--- config.mk ---
export PLATFORM = sky130hd
export DESIGN_NAME = pedestrian_traffic_light_fsm_core
export DESIGN_NICKNAME = d
export VERILOG_FILES = /design/src/hw/rtl/ptl_pkg.sv /design/src/hw/rtl/ptl_cfg_regs.sv /design/src/hw/rtl/ptl_step.sv /design/src/hw/rtl/pedestrian_traffic_light_fsm_core.sv
export SDC_FILE = /design/constraint.sdc
export NUM_CORES = 1
export LEC_CHECK = 0
export BUFFER_PORTS_ARGS = -buffer_cell sky130_fd_sc_hd__buf_2
export CORE_MARGIN = 5
export CORE_UTILIZATION = 50
export CTS_BUF_LIST = sky130_fd_sc_hd__clkbuf_8
export DETAILED_ROUTE_END_ITERATION = 7
export PLACE_DENSITY_LB_ADDON = 0.08
export SLEW_MARGIN = 15
export SYNTH_ARGS = -nofsm -noshare
export SYNTH_HDL_FRONTEND = slang
export SYNTH_SLANG_ARGS = --single-unit
--- constraint.sdc ---
create_clock -name clk -period 3.3 [get_ports clk]
set_input_delay 0.66 -clock clk [delete_from_list [all_inputs] [get_ports clk]]
set_output_delay 0.66 -clock clk [all_outputs]
set_load 0.005 [all_outputs]
--- src/hw/rtl/ptl_pkg.sv ---
// Shared types and constants for the pedestrian traffic light controller.
`default_nettype none
package ptl_pkg;

	localparam int unsigned TIME_W   = 16;
	localparam int unsigned BLINK_W  = 4;
	localparam int unsigned LAMP_N   = 5;
	localparam int unsigned CFG_IDX_W = 3;

	localparam logic [1:0] PH_RED    = 2'd0;
	localparam logic [1:0] PH_YELLOW = 2'd1;
	localparam logic [1:0] PH_GREEN  = 2'd2;

	localparam int unsigned LAMP_CAR_RED    = 0;
	localparam int unsigned LAMP_CAR_YELLOW = 1;
	localparam int unsigned LAMP_CAR_GREEN  = 2;
	localparam int unsigned LAMP_WALK_GREEN = 3;
	localparam int unsigned LAMP_WALK_RED   = 4;

	localparam logic [CFG_IDX_W-1:0] CFG_RED_TIME     = 3'd0;
	localparam logic [CFG_IDX_W-1:0] CFG_YELLOW_TIME  = 3'd1;
	localparam logic [CFG_IDX_W-1:0] CFG_GREEN_TIME   = 3'd2;
	localparam logic [CFG_IDX_W-1:0] CFG_BLINK_PERIOD = 3'd3;
	localparam logic [CFG_IDX_W-1:0] CFG_BLINK_TOTAL  = 3'd4;

	localparam logic [TIME_W-1:0]  RED_TIME_RST     = 16'd3500;
	localparam logic [TIME_W-1:0]  YELLOW_TIME_RST  = 16'd2000;
	localparam logic [TIME_W-1:0]  GREEN_TIME_RST   = 16'd4000;
	localparam logic [TIME_W-1:0]  BLINK_PERIOD_RST = 16'd500;
	localparam logic [BLINK_W-1:0] BLINK_TOTAL_RST  = 4'd3;

	localparam logic [TIME_W-1:0] ELAPSED_MAX = 16'hFFFF;

	typedef struct packed {
		logic [TIME_W-1:0]  red_time;
		logic [TIME_W-1:0]  yellow_time;
		logic [TIME_W-1:0]  green_time;
		logic [TIME_W-1:0]  blink_period;
		logic [BLINK_W-1:0] blink_total;
	} ptl_cfg_t;

	typedef struct packed {
		logic [1:0]         phase;
		logic               green_flag;
		logic [TIME_W-1:0]  wait_len;
		logic [TIME_W-1:0]  elapsed;
		logic               blinking;
		logic               blink_level;
		logic [BLINK_W-1:0] blink_done;
		logic [LAMP_N-1:0]  lamps;
	} ptl_state_t;

	localparam ptl_state_t STATE_RST = '{
		phase:       PH_RED,
		green_flag:  1'b0,
		wait_len:    '0,
		elapsed:     '0,
		blinking:    1'b0,
		blink_level: 1'b0,
		blink_done:  '0,
		lamps:       '0
	};

endpackage
`default_nettype wire

--- src/hw/rtl/ptl_cfg_regs.sv ---
// Configuration register file for the traffic light timings.
`default_nettype none
module ptl_cfg_regs (
	input  wire logic                           clk,
	input  wire logic                           arst_n,
	input  wire logic                           wr_en,
	input  wire logic [ptl_pkg::CFG_IDX_W-1:0]  wr_index,
	input  wire logic [ptl_pkg::TIME_W-1:0]     wr_data,
	output ptl_pkg::ptl_cfg_t                   cfg
);

	ptl_pkg::ptl_cfg_t cfg_q;

	always_ff @(posedge clk or negedge arst_n) begin
		if (!arst_n) begin
			cfg_q.red_time     <= ptl_pkg::RED_TIME_RST;
			cfg_q.yellow_time  <= ptl_pkg::YELLOW_TIME_RST;
			cfg_q.green_time   <= ptl_pkg::GREEN_TIME_RST;
			cfg_q.blink_period <= ptl_pkg::BLINK_PERIOD_RST;
			cfg_q.blink_total  <= ptl_pkg::BLINK_TOTAL_RST;
		end else if (wr_en) begin
			case (wr_index)
				ptl_pkg::CFG_RED_TIME:     cfg_q.red_time     <= wr_data;
				ptl_pkg::CFG_YELLOW_TIME:  cfg_q.yellow_time  <= wr_data;
				ptl_pkg::CFG_GREEN_TIME:   cfg_q.green_time   <= wr_data;
				ptl_pkg::CFG_BLINK_PERIOD: cfg_q.blink_period <= wr_data;
				ptl_pkg::CFG_BLINK_TOTAL:  cfg_q.blink_total  <= wr_data[ptl_pkg::BLINK_W-1:0];
				default: ;
			endcase
		end
	end

	assign cfg = cfg_q;

endmodule
`default_nettype wire

--- src/hw/rtl/ptl_step.sv ---
// Next-state and lamp logic for one millisecond tick.
`default_nettype none
module ptl_step (
	input  wire ptl_pkg::ptl_cfg_t   cfg,
	input  wire ptl_pkg::ptl_state_t cur,
	input  wire logic                button,
	output ptl_pkg::ptl_state_t      nxt
);

	logic [1:0]                  ph;
	logic [ptl_pkg::TIME_W-1:0]  wl;
	logic                        service;
	logic                        bl_n;
	logic [ptl_pkg::BLINK_W-1:0] bd_n;

	always_comb begin
		nxt  = cur;
		ph   = cur.phase;
		wl   = cur.wait_len;
		bl_n = ~cur.blink_level;
		bd_n = bl_n ? cur.blink_done : cur.blink_done + 1'b1;
		if (button && cur.green_flag) begin
			ph = ptl_pkg::PH_YELLOW;
			wl = '0;
		end
		service = (cur.elapsed >= wl);
		nxt.phase    = ph;
		nxt.wait_len = wl;
		if (service) begin
			nxt.elapsed = ptl_pkg::TIME_W'(1);
			nxt.lamps   = '0;
			if (ph == ptl_pkg::PH_YELLOW) begin
				nxt.lamps[ptl_pkg::LAMP_WALK_RED]   = 1'b1;
				nxt.lamps[ptl_pkg::LAMP_CAR_YELLOW] = 1'b1;
				nxt.wait_len   = cfg.yellow_time;
				nxt.phase      = cur.green_flag ? ptl_pkg::PH_RED : ptl_pkg::PH_GREEN;
				nxt.green_flag = ~cur.green_flag;
			end else if (ph == ptl_pkg::PH_GREEN) begin
				nxt.lamps[ptl_pkg::LAMP_WALK_RED]  = 1'b1;
				nxt.lamps[ptl_pkg::LAMP_CAR_GREEN] = 1'b1;
				nxt.wait_len = cfg.green_time;
				nxt.phase    = ptl_pkg::PH_YELLOW;
			end else begin
				nxt.lamps[ptl_pkg::LAMP_CAR_RED] = 1'b1;
				if (!cur.blinking) begin
					nxt.lamps[ptl_pkg::LAMP_WALK_GREEN] = 1'b1;
					nxt.wait_len = cfg.red_time;
					nxt.blinking = 1'b1;
				end else begin
					nxt.blink_level = bl_n;
					nxt.lamps[ptl_pkg::LAMP_WALK_RED] = bl_n;
					nxt.wait_len   = cfg.blink_period;
					nxt.blink_done = bd_n;
					if (bd_n >= cfg.blink_total) begin
						nxt.lamps[ptl_pkg::LAMP_WALK_RED] = 1'b1;
						nxt.blink_done  = '0;
						nxt.phase       = ptl_pkg::PH_YELLOW;
						nxt.blinking    = 1'b0;
						nxt.blink_level = 1'b0;
					end
				end
			end
		end else if (cur.elapsed != ptl_pkg::ELAPSED_MAX) begin
			nxt.elapsed = cur.elapsed + 1'b1;
		end
	end

endmodule
`default_nettype wire

--- src/hw/rtl/pedestrian_traffic_light_fsm_core.sv ---
// Path: an input beat is held in the input register, then in the output register, where it is an output beat.
// Throughput: one tick per cycle; the input register and the output register
// each advance whenever the output register is empty or being drained.
// Reset: arst_n clears both stage valids, the controller state (red phase, lamps off)
// and loads the default timings.
// Top level of the pedestrian traffic light controller.
`default_nettype none
module pedestrian_traffic_light_fsm_core (
	input  wire logic                          clk,
	input  wire logic                          arst_n,
	input  wire logic                          s_axis_tvalid,
	output wire logic                          s_axis_tready,
	input  wire logic [7:0]                    s_axis_tdata,  // [0] button
	output wire logic                          m_axis_tvalid,
	input  wire logic                          m_axis_tready,
	// [0] car_red, [1] car_yellow, [2] car_green, [3] walk_green, [4] walk_red
	output wire logic [7:0]                    m_axis_tdata,
	input  wire logic                          cfg_valid,
	output wire logic                          cfg_ready,
	input  wire logic [ptl_pkg::CFG_IDX_W-1:0] cfg_index,
	input  wire logic [ptl_pkg::TIME_W-1:0]    cfg_data
);

	ptl_pkg::ptl_cfg_t   cfg;
	ptl_pkg::ptl_state_t state_q;
	ptl_pkg::ptl_state_t state_nxt;

	logic       valid_s1;
	logic       button_s1;
	logic       out_valid_q;
	logic [7:0] out_data_q;
	logic       advance;

	ptl_cfg_regs u_cfg (
		.clk      (clk),
		.arst_n   (arst_n),
		.wr_en    (cfg_valid),
		.wr_index (cfg_index),
		.wr_data  (cfg_data),
		.cfg      (cfg)
	);

	ptl_step u_step (
		.cfg    (cfg),
		.cur    (state_q),
		.button (button_s1),
		.nxt    (state_nxt)
	);

	assign advance       = !out_valid_q || m_axis_tready;
	assign s_axis_tready = !valid_s1 || advance;
	assign cfg_ready     = 1'b1;

	always_ff @(posedge clk or negedge arst_n) begin
		if (!arst_n) begin
			valid_s1 <= 1'b0;
		end else if (s_axis_tready) begin
			valid_s1 <= s_axis_tvalid;
		end
	end

	always_ff @(posedge clk) begin
		if (s_axis_tready && s_axis_tvalid) begin
			button_s1 <= s_axis_tdata[0];
		end
	end

	always_ff @(posedge clk or negedge arst_n) begin
		if (!arst_n) begin
			state_q     <= ptl_pkg::STATE_RST;
			out_valid_q <= 1'b0;
		end else if (advance) begin
			out_valid_q <= valid_s1;
			if (valid_s1) begin
				state_q <= state_nxt;
			end
		end
	end

	always_ff @(posedge clk) begin
		if (advance && valid_s1) begin
			out_data_q <= {3'b000, state_nxt.lamps};
		end
	end

	assign m_axis_tvalid = out_valid_q;
	assign m_axis_tdata  = out_data_q;

endmodule
`default_nettype wire

==> results.md, run 1 <==
* Simple-gate share of the synthesized area at 11.85%
* Max Clock Freq at 346.8 MHz
* # diodes at 0
* P&R area growth vs syn at 12.41%
* Crit Path Category: flop to flop
* Worst Path Arrival at 3.26 ns
* Mux contribution to synthesized area at 16.34%
* Dpl cell area at 0.006360 sq mm
* Slew Limit Fails at 0
* Vias/cell at 5.410
* Grt ovf at 0
* Slew @ Worst Pin at 0.9368 ns
* RSZ-0062 raised after global routing: no
* Clk sinks at 122
* CTS Buf Count at 17
* Crit path cell chain: nand2_2, nand2_1, ha_1, nand4_1, nor2_1, o2111ai_2, a31oi_4, buf_4, a22o_1
* Global-route wire length before repair at 19890 microns
* LEAKAGE at 0.003073 uW
* Number of synthesized flops with an enable pin at 6
* Layout cell share with drive strength beyond 1 at 28.77%
* CTS tree: built
* PortBufs at 31
* Fin util at 57.09%
* GPL Wtd Cong at 0.7803
* HP Class: primary input to asynchronous set/reset pin
* Psw at 2040 uW
* Synth unique cells at 50
* IO Count at 43
* P per Cell Area at 855.3 mW/mm^2
* DP Worst Slack at 0.2470 ns
* Routed len/inst at 15.61 microns
* DRC violations left at 0
* Routed wire length at 11410 microns
* Area leader, netlist: dfrtp_1
* Maximum level of the CTS H-tree at 4
* Status: completed
* Combinational share of power at 35.7%
* CP startpoint kind: flop
* Synth Warn # at 0
* Clock root cell: clkbuf_8
* Syn Inst Count at 536
* Largest net degree at the start of global routing at 68
* Initial core utilization at 50.79%
* Initial antenna violation count at 0
* Largest family of logic cells by synthesized area: multiplexers
* CP Max Fanout at 28
* Resize count post-CTS at 0
* Setup violations, final at 0
* Nets at 627
* MaxCap Viol Count at 0
* XOR/XNOR Fraction of Synth Area at 2.316%
* Worst-path cell with the longest stage delay: a31oi_4
* Crit path time final at 2.883 ns
* Vias in the first global route at 4099
* Initial drt markers at 187
* Sequential-to-total area share from yosys stat at 51.52%
* Final instance area at 0.006800 sq mm
* Clock power frac at 24.9%
* Worst path max stage delay at 0.51 ns
* Critical path endpoint category: flop
* Setup ws final at 0.4168 ns
* Synth Register Bits at 122
* Antenna viol nets, final at 0
* Skew-Pair Late Insertion Delay at 0.44 ns
* Drt pass-1 iters at 4
* Tcrit/Tclk final at 87.37%
* Reg2Reg Depth at 9
* Compound-gate portion of the synthesized area at 9.597%
* Worst EP required at 3.67 ns
* Slew headroom at 37.55%
* Total track usage at 17.49%
* Cell-internal power at 3776 uW
* Placed wire-length estimate at 7829 microns
* Clk pin slew, worst setup/hold paths at 0.07 ns
* Final Hold Vio Count at 0
* Leading post-synthesis cells by cell area: dfrtp_1 (37%), dfstp_2 (12%), mux2_2 (11%)
* Ys flop type: dfrtp_1
* Share of the synthesized area in the top cell type at 36.81%
* Die Span Y at 120.0 microns
* VDD IR max at 361.1 uV
* Asr flop ratio synth at 95.08%
* Die ar. at 0.01440 sq mm
* # hold bufs at CTS at 0
* Core area at 0.01191 sq mm
* Mapped cell area at 0.006050 sq mm
* Final TNS setup at 0 ns
* Adder-cell share of the synthesized area at 4.964%
* Layout Skew at 0.01114 ns
* Postcts setup bufs at 0
* Via Count at 3955
* Horiz. Die Dim at 120.0 microns
* Rows at 40
* Net switching fraction of the power at 35.08%
* Mapped Avg Cell Area at 11.29 sq um
* Clock Path Buffers at 2
* Sequential Power Share at 39.4%
-- cell families (layout without fill, tap and decap cells) --
| logic type | after synthesis | after routing |
|---|---|---|
| and+or+nand+nor | 151 | 151 |
| xor gates and xnor gates | 16 | 16 |
| AOI/OAI and AO/OA | 88 | 88 |
| DFF | 122 | 122 |
| other | 2 | 4 |
| muxes | 90 | 90 |
| adders and majority gates | 24 | 24 |
| buffers and inverters | 43 | 89 |
-- placed cells by master (no fill, tap or decap), types with 3 or more instances in the layout --
cell type  instances
mux2i_1           20
conb_1             4
clkbuf_8          19
nand2b_1           9
a21oi_1           26
buf_4             11
nor2_1            41
and3_1             6
o21ai_0           24
mux2_2            59
nand2_1           59
o21ai_1            6
nand4_1            7
nand3_1            9
bufinv_16          4
xnor2_1            6
dfrtp_1           89
buf_2             30
and2_1             5
dfstp_2           27
mux2_1            11
nor2b_1            3
a22o_1            16
inv_1             16
ha_1              24
xor2_1            10
edfxtp_1           6
-- sequential cells by signal, indices dropped and copies added (netlist names) --
signal,count
state_q,46
m_axis_tvalid,1
u_cfg.cfg,68
valid_s1,1
m_axis_tdata,5
button_s1,1
-- stage by stage --
step,power [uW],hold slack [ns],cells
floorplan,3882,0.3644,538
global placement,4345,0.4603,699
detailed placement,4417,0.4739,699
CTS,5892,0.2547,731
global route,6302,0.2894,731
finish,5816,0.2559,731
-- per-layer routing --
metal  wire length (microns)  up-vias  GRT usage (%)
met1                    5554     1947          23.28
met4                     146        0          5.369
met3                     407       13          5.419
met2                    5304       42          27.43
li1                        -     1953              -
met5                       0        -              0
-- Yosys cell counts (3+ instances only) --
master,count
nor2_1,41
a22o_1,16
and3_1,6
o21ai_0,24
dfstp_2,27
mux2_1,11
buf_4,5
buf_2,9
and2_1,5
nor2b_1,3
dfrtp_1,89
mux2i_1,20
mux2_2,59
inv_1,14
xnor2_1,6
nand4_1,7
clkbuf_1,13
edfxtp_1,6
ha_1,24
nand2_1,60
a21oi_1,26
nand3_1,9
nand2b_1,9
xor2_1,10
o21ai_1,6
-- power groups by stage --
stage	sequential (uW)	combinational, uW	clock [uW]
CTS	2290	2110	1490
floorplan	2200	1680	0
detailed placement	2320	2100	0
global placement	2300	2050	0
global route	2350	2380	1570
finish	2290	2080	1450
-- area by class of cell --
type | instances | area (sq um)
Fill cell | 1064 | 5111
Sequential cell | 122 | 3117
Multi-Input combinational cell | 373 | 2753
Clock buffer | 19 | 261.5
Timing Repair Buffer | 42 | 252.7
Tap cell | 147 | 183.9
Clock inverter | 13 | 176.4
Inverter | 15 | 56.30
-- critical path, delay by kind of cell, from the launching register on --
kind,cells,cell delay [ns]
buffers and inverters,1,0.39
flip-flops,1,0.43
AO/OA/AOI/OAI,3,0.90
AND/OR/NAND/NOR,4,0.78
adder cells (fa/ha/maj),1,0.32
-- final timing paths --
path / slack [ns] / to / startpoint
max in group asynchronous: 2.23 / u_cfg.cfg[12] / arst_n
worst min register to register: 0.48 / state_q[3] / state_q[3]
worst min-delay path: 0.26 / state_q[7] / arst_n
worst max register to register: 0.42 / state_q[29] / button_s1
worst max-delay path: 0.42 / state_q[29] / button_s1
min in group clk: 0.41 / button_s1 / s_axis_tdata[0]
Power figures use the tool's default switching activity.
==> run 2, diff against run 1 <==
==> constraint.sdc (replaced) <==
create_clock -name clk -period 3.3 [get_ports clk]
set_input_delay 0.495 -clock clk [delete_from_list [all_inputs] [get_ports clk]]
set_output_delay 0.495 -clock clk [all_outputs]
set_load 0.005 [all_outputs]
==> run 2 against run 1 <==
  * First-iteration DRC count shrank 14%
  * Critical path depth unchanged
  * Clock skew increased by 0.0031 ns
  * Utilization increased by 0.30 points
  * Final cell count unchanged
  * Combinational power barely moved
  * Wire length is 2.4% higher
  * Sequential power hardly changed
  * Worst setup slack improved by 0.018 ns
  * Global-route usage grew 0.19 points
  * Die area is the same
  * Cell area up 0.53%
  * Critical path type unchanged
  * Critical endpoint is now state_q[30]
  * Largest cell class unchanged
  * Largest power group unchanged
==> results.md, run 2 (same netlist as run 1, synthesis figures left out) <==
* Status: completed (unchanged)
* Setup ws final at 0.4346 ns (was 0.4168 ns)
* Combinational share of power at 34.6% (was 35.7%)
* Slew Limit Fails at 0 (unchanged)
* VDD IR max at 488.4 uV (was 361.1 uV)
* Skew-Pair Late Insertion Delay at 0.44 ns (about the same)
* Routed wire length at 11680 microns (was 11410 microns)
* Vias/cell at 5.360 (was 5.410)
* Multi-input logic area at 0.002753 sq mm (unchanged)
* Global-route wire length before repair at 20140 microns (was 19890 microns)
* Worst Path Arrival at 3.24 ns (was 3.26 ns)
* Clock power frac at 26.9% (was 24.9%)
* Die Span Y at 120.0 microns (unchanged)
* # diodes at 0 (unchanged)
* Setup violations, final at 0 (unchanged)
* Hold Slack at 0.1142 ns (was 0.2559 ns)
* CTS tree: built (unchanged)
* Cell-internal power at 3932 uW (was 3776 uW)
* Crit path time final at 2.865 ns (was 2.883 ns)
* Max reg flops at 68 (unchanged)
* DP Worst Slack at 0.2456 ns (was 0.2470 ns)
* Routed len/inst at 15.98 microns (was 15.61 microns)
* Antenna viol nets, final at 0 (unchanged)
* Reg-to-Reg Start: button_s1 (unchanged)
* Critical path endpoint category: flop (unchanged)
* Initial antenna violation count at 0 (unchanged)
* Most frequent cells in the layout: dfrtp_1 (89), nand2_1 (59), mux2_2 (59) (unchanged)
* CP Max Fanout at 28 (unchanged)
* PortBufs at 31 (unchanged)
* P&R area growth vs syn at 13.01% (was 12.41%)
* Crit Path Category: flop to flop (unchanged)
* Slew @ Worst Pin at 0.9958 ns (was 0.9368 ns)
* RSZ-0062 raised after global routing: no (unchanged)
* GPL Wtd Cong at 0.7494 (was 0.7803)
* Layout cell share with drive strength beyond 1 at 28.77% (unchanged)
* Clk pin slew, worst setup/hold paths at 0.07 ns (about the same)
* Die ar. at 0.01440 sq mm (unchanged)
* Clock root cell: clkbuf_8 (unchanged)
* R2r setup slk at 0.43 ns (was 0.42 ns)
* Flip-flop and latch area at 0.003117 sq mm (unchanged)
* Placed wire-length estimate at 7955 microns (was 7829 microns)
* Initial drt markers at 160 (was 187)
* CTS Buf Count at 17 (unchanged)
* HP Class: primary input to asynchronous set/reset pin (unchanged)
* IO Count at 43 (unchanged)
* Psw at 2048 uW (was 2040 uW)
* Grt ovf at 0 (unchanged)
* Postcts setup bufs at 0 (unchanged)
* Sequential Power Share at 38.4% (was 39.4%)
* MaxCap Viol Count at 0 (unchanged)
* Largest net degree at the start of global routing at 57 (was 68)
* Total track usage at 17.68% (was 17.49%)
* Clk sinks at 122 (unchanged)
* Final TNS setup at 0 ns (unchanged)
* Final Hold Vio Count at 0 (unchanged)
* Dpl cell area at 0.006347 sq mm (was 0.006360 sq mm)
* Net switching fraction of the power at 34.25% (was 35.08%)
* Initial core utilization at 50.79% (unchanged)
* Tcrit/Tclk final at 86.83% (was 87.37%)
* Slew headroom at 33.62% (was 37.55%)
* Final instance area at 0.006837 sq mm (was 0.006800 sq mm)
* Fillcell total at 1048 (was 1064)
* Horiz. Die Dim at 120.0 microns (unchanged)
* Drt pass-1 iters at 4 (unchanged)
* Layout Skew at 0.01420 ns (was 0.01114 ns)
* P per Cell Area at 874.6 mW/mm^2 (was 855.3 mW/mm^2)
* Max Clock Freq at 349.0 MHz (was 346.8 MHz)
* CP startpoint kind: flop (unchanged)
* Vias in the first global route at 4104 (was 4099)
* Worst Setup SP: button_s1 (unchanged)
* Rows at 40 (unchanged)
* Via Count at 3918 (was 3955)
* DRC violations left at 0 (unchanged)
* LEAKAGE at 0.003088 uW (was 0.003073 uW)
* # hold bufs at CTS at 0 (unchanged)
* Nets at 627 (unchanged)
* Clock Path Buffers at 2 (unchanged)
* Most common cell after layout, fill and taps aside: dfrtp_1 (unchanged)
* Worst EP required at 3.67 ns (about the same)
* Maximum level of the CTS H-tree at 4 (unchanged)
* Core area at 0.01191 sq mm (unchanged)
run 2: per-stage QoR:
step | utilization [%] | std cells | total power [uW]
after floorplan | - | 538 | 3882
after detailed placement | 53.29 | 699 | 4416
final | 57.39 | 731 | 5979
after global routing | 57.39 | 731 | 6451
after global placement | 53.29 | 699 | 4343
after CTS | 57.37 | 731 | 6053
run 2: area by class of cell:
type	instances	share of cell area (%)
tap	147	2.690
timing repair buffer	42	3.514
clock inverter	13	3.294
clock buffer	19	3.825
multi-input combinational	373	40.26
inverter	15	0.8236
sequential	122	45.59
run 2: timing repair:
item                       in CTS  in global routing
hold endpoints to repair        0                  0
setup endpoints to repair       0                 11
gates resized for setup         0                  1
run 2: path summary, 6_finish.rpt:
check | endpoint | depth (start not counted)
setup / recovery | state_q[30] | 9
hold / removal | state_q[16] | 1
setup reg to reg | state_q[30] | 9
hold reg to reg | state_q[3] | 1
max in group asynchronous | u_cfg.cfg[29] | 2
min in group clk | button_s1 | 1
run 2: power by group through the flow:
stage	clock (uW)	combinational [uW]	sequential, uW
floorplan	0	1680	2200
global placement	0	2040	2300
detailed placement	0	2090	2320
CTS	1650	2110	2300
global route	1720	2370	2360
finish	1610	2070	2300
run 2: worst max-delay path, cell delays in order, from the launching register on:
cell and delay [ns]:
edfxtp_1 0.43, nand2_2 0.27, nand2_1 0.11, ha_1 0.33, nand4_1 0.14, nor2_1 0.23
o2111ai_2 0.21, a31oi_4 0.48, buf_4 0.40, a22o_1 0.18
run 2: routing by layer:
metal	share of wire, %	global-route usage [%]
met1	47	22.84
met2	48	28.98
met3	3.5	4.807
met4	1.1	5.583
met5	0	0
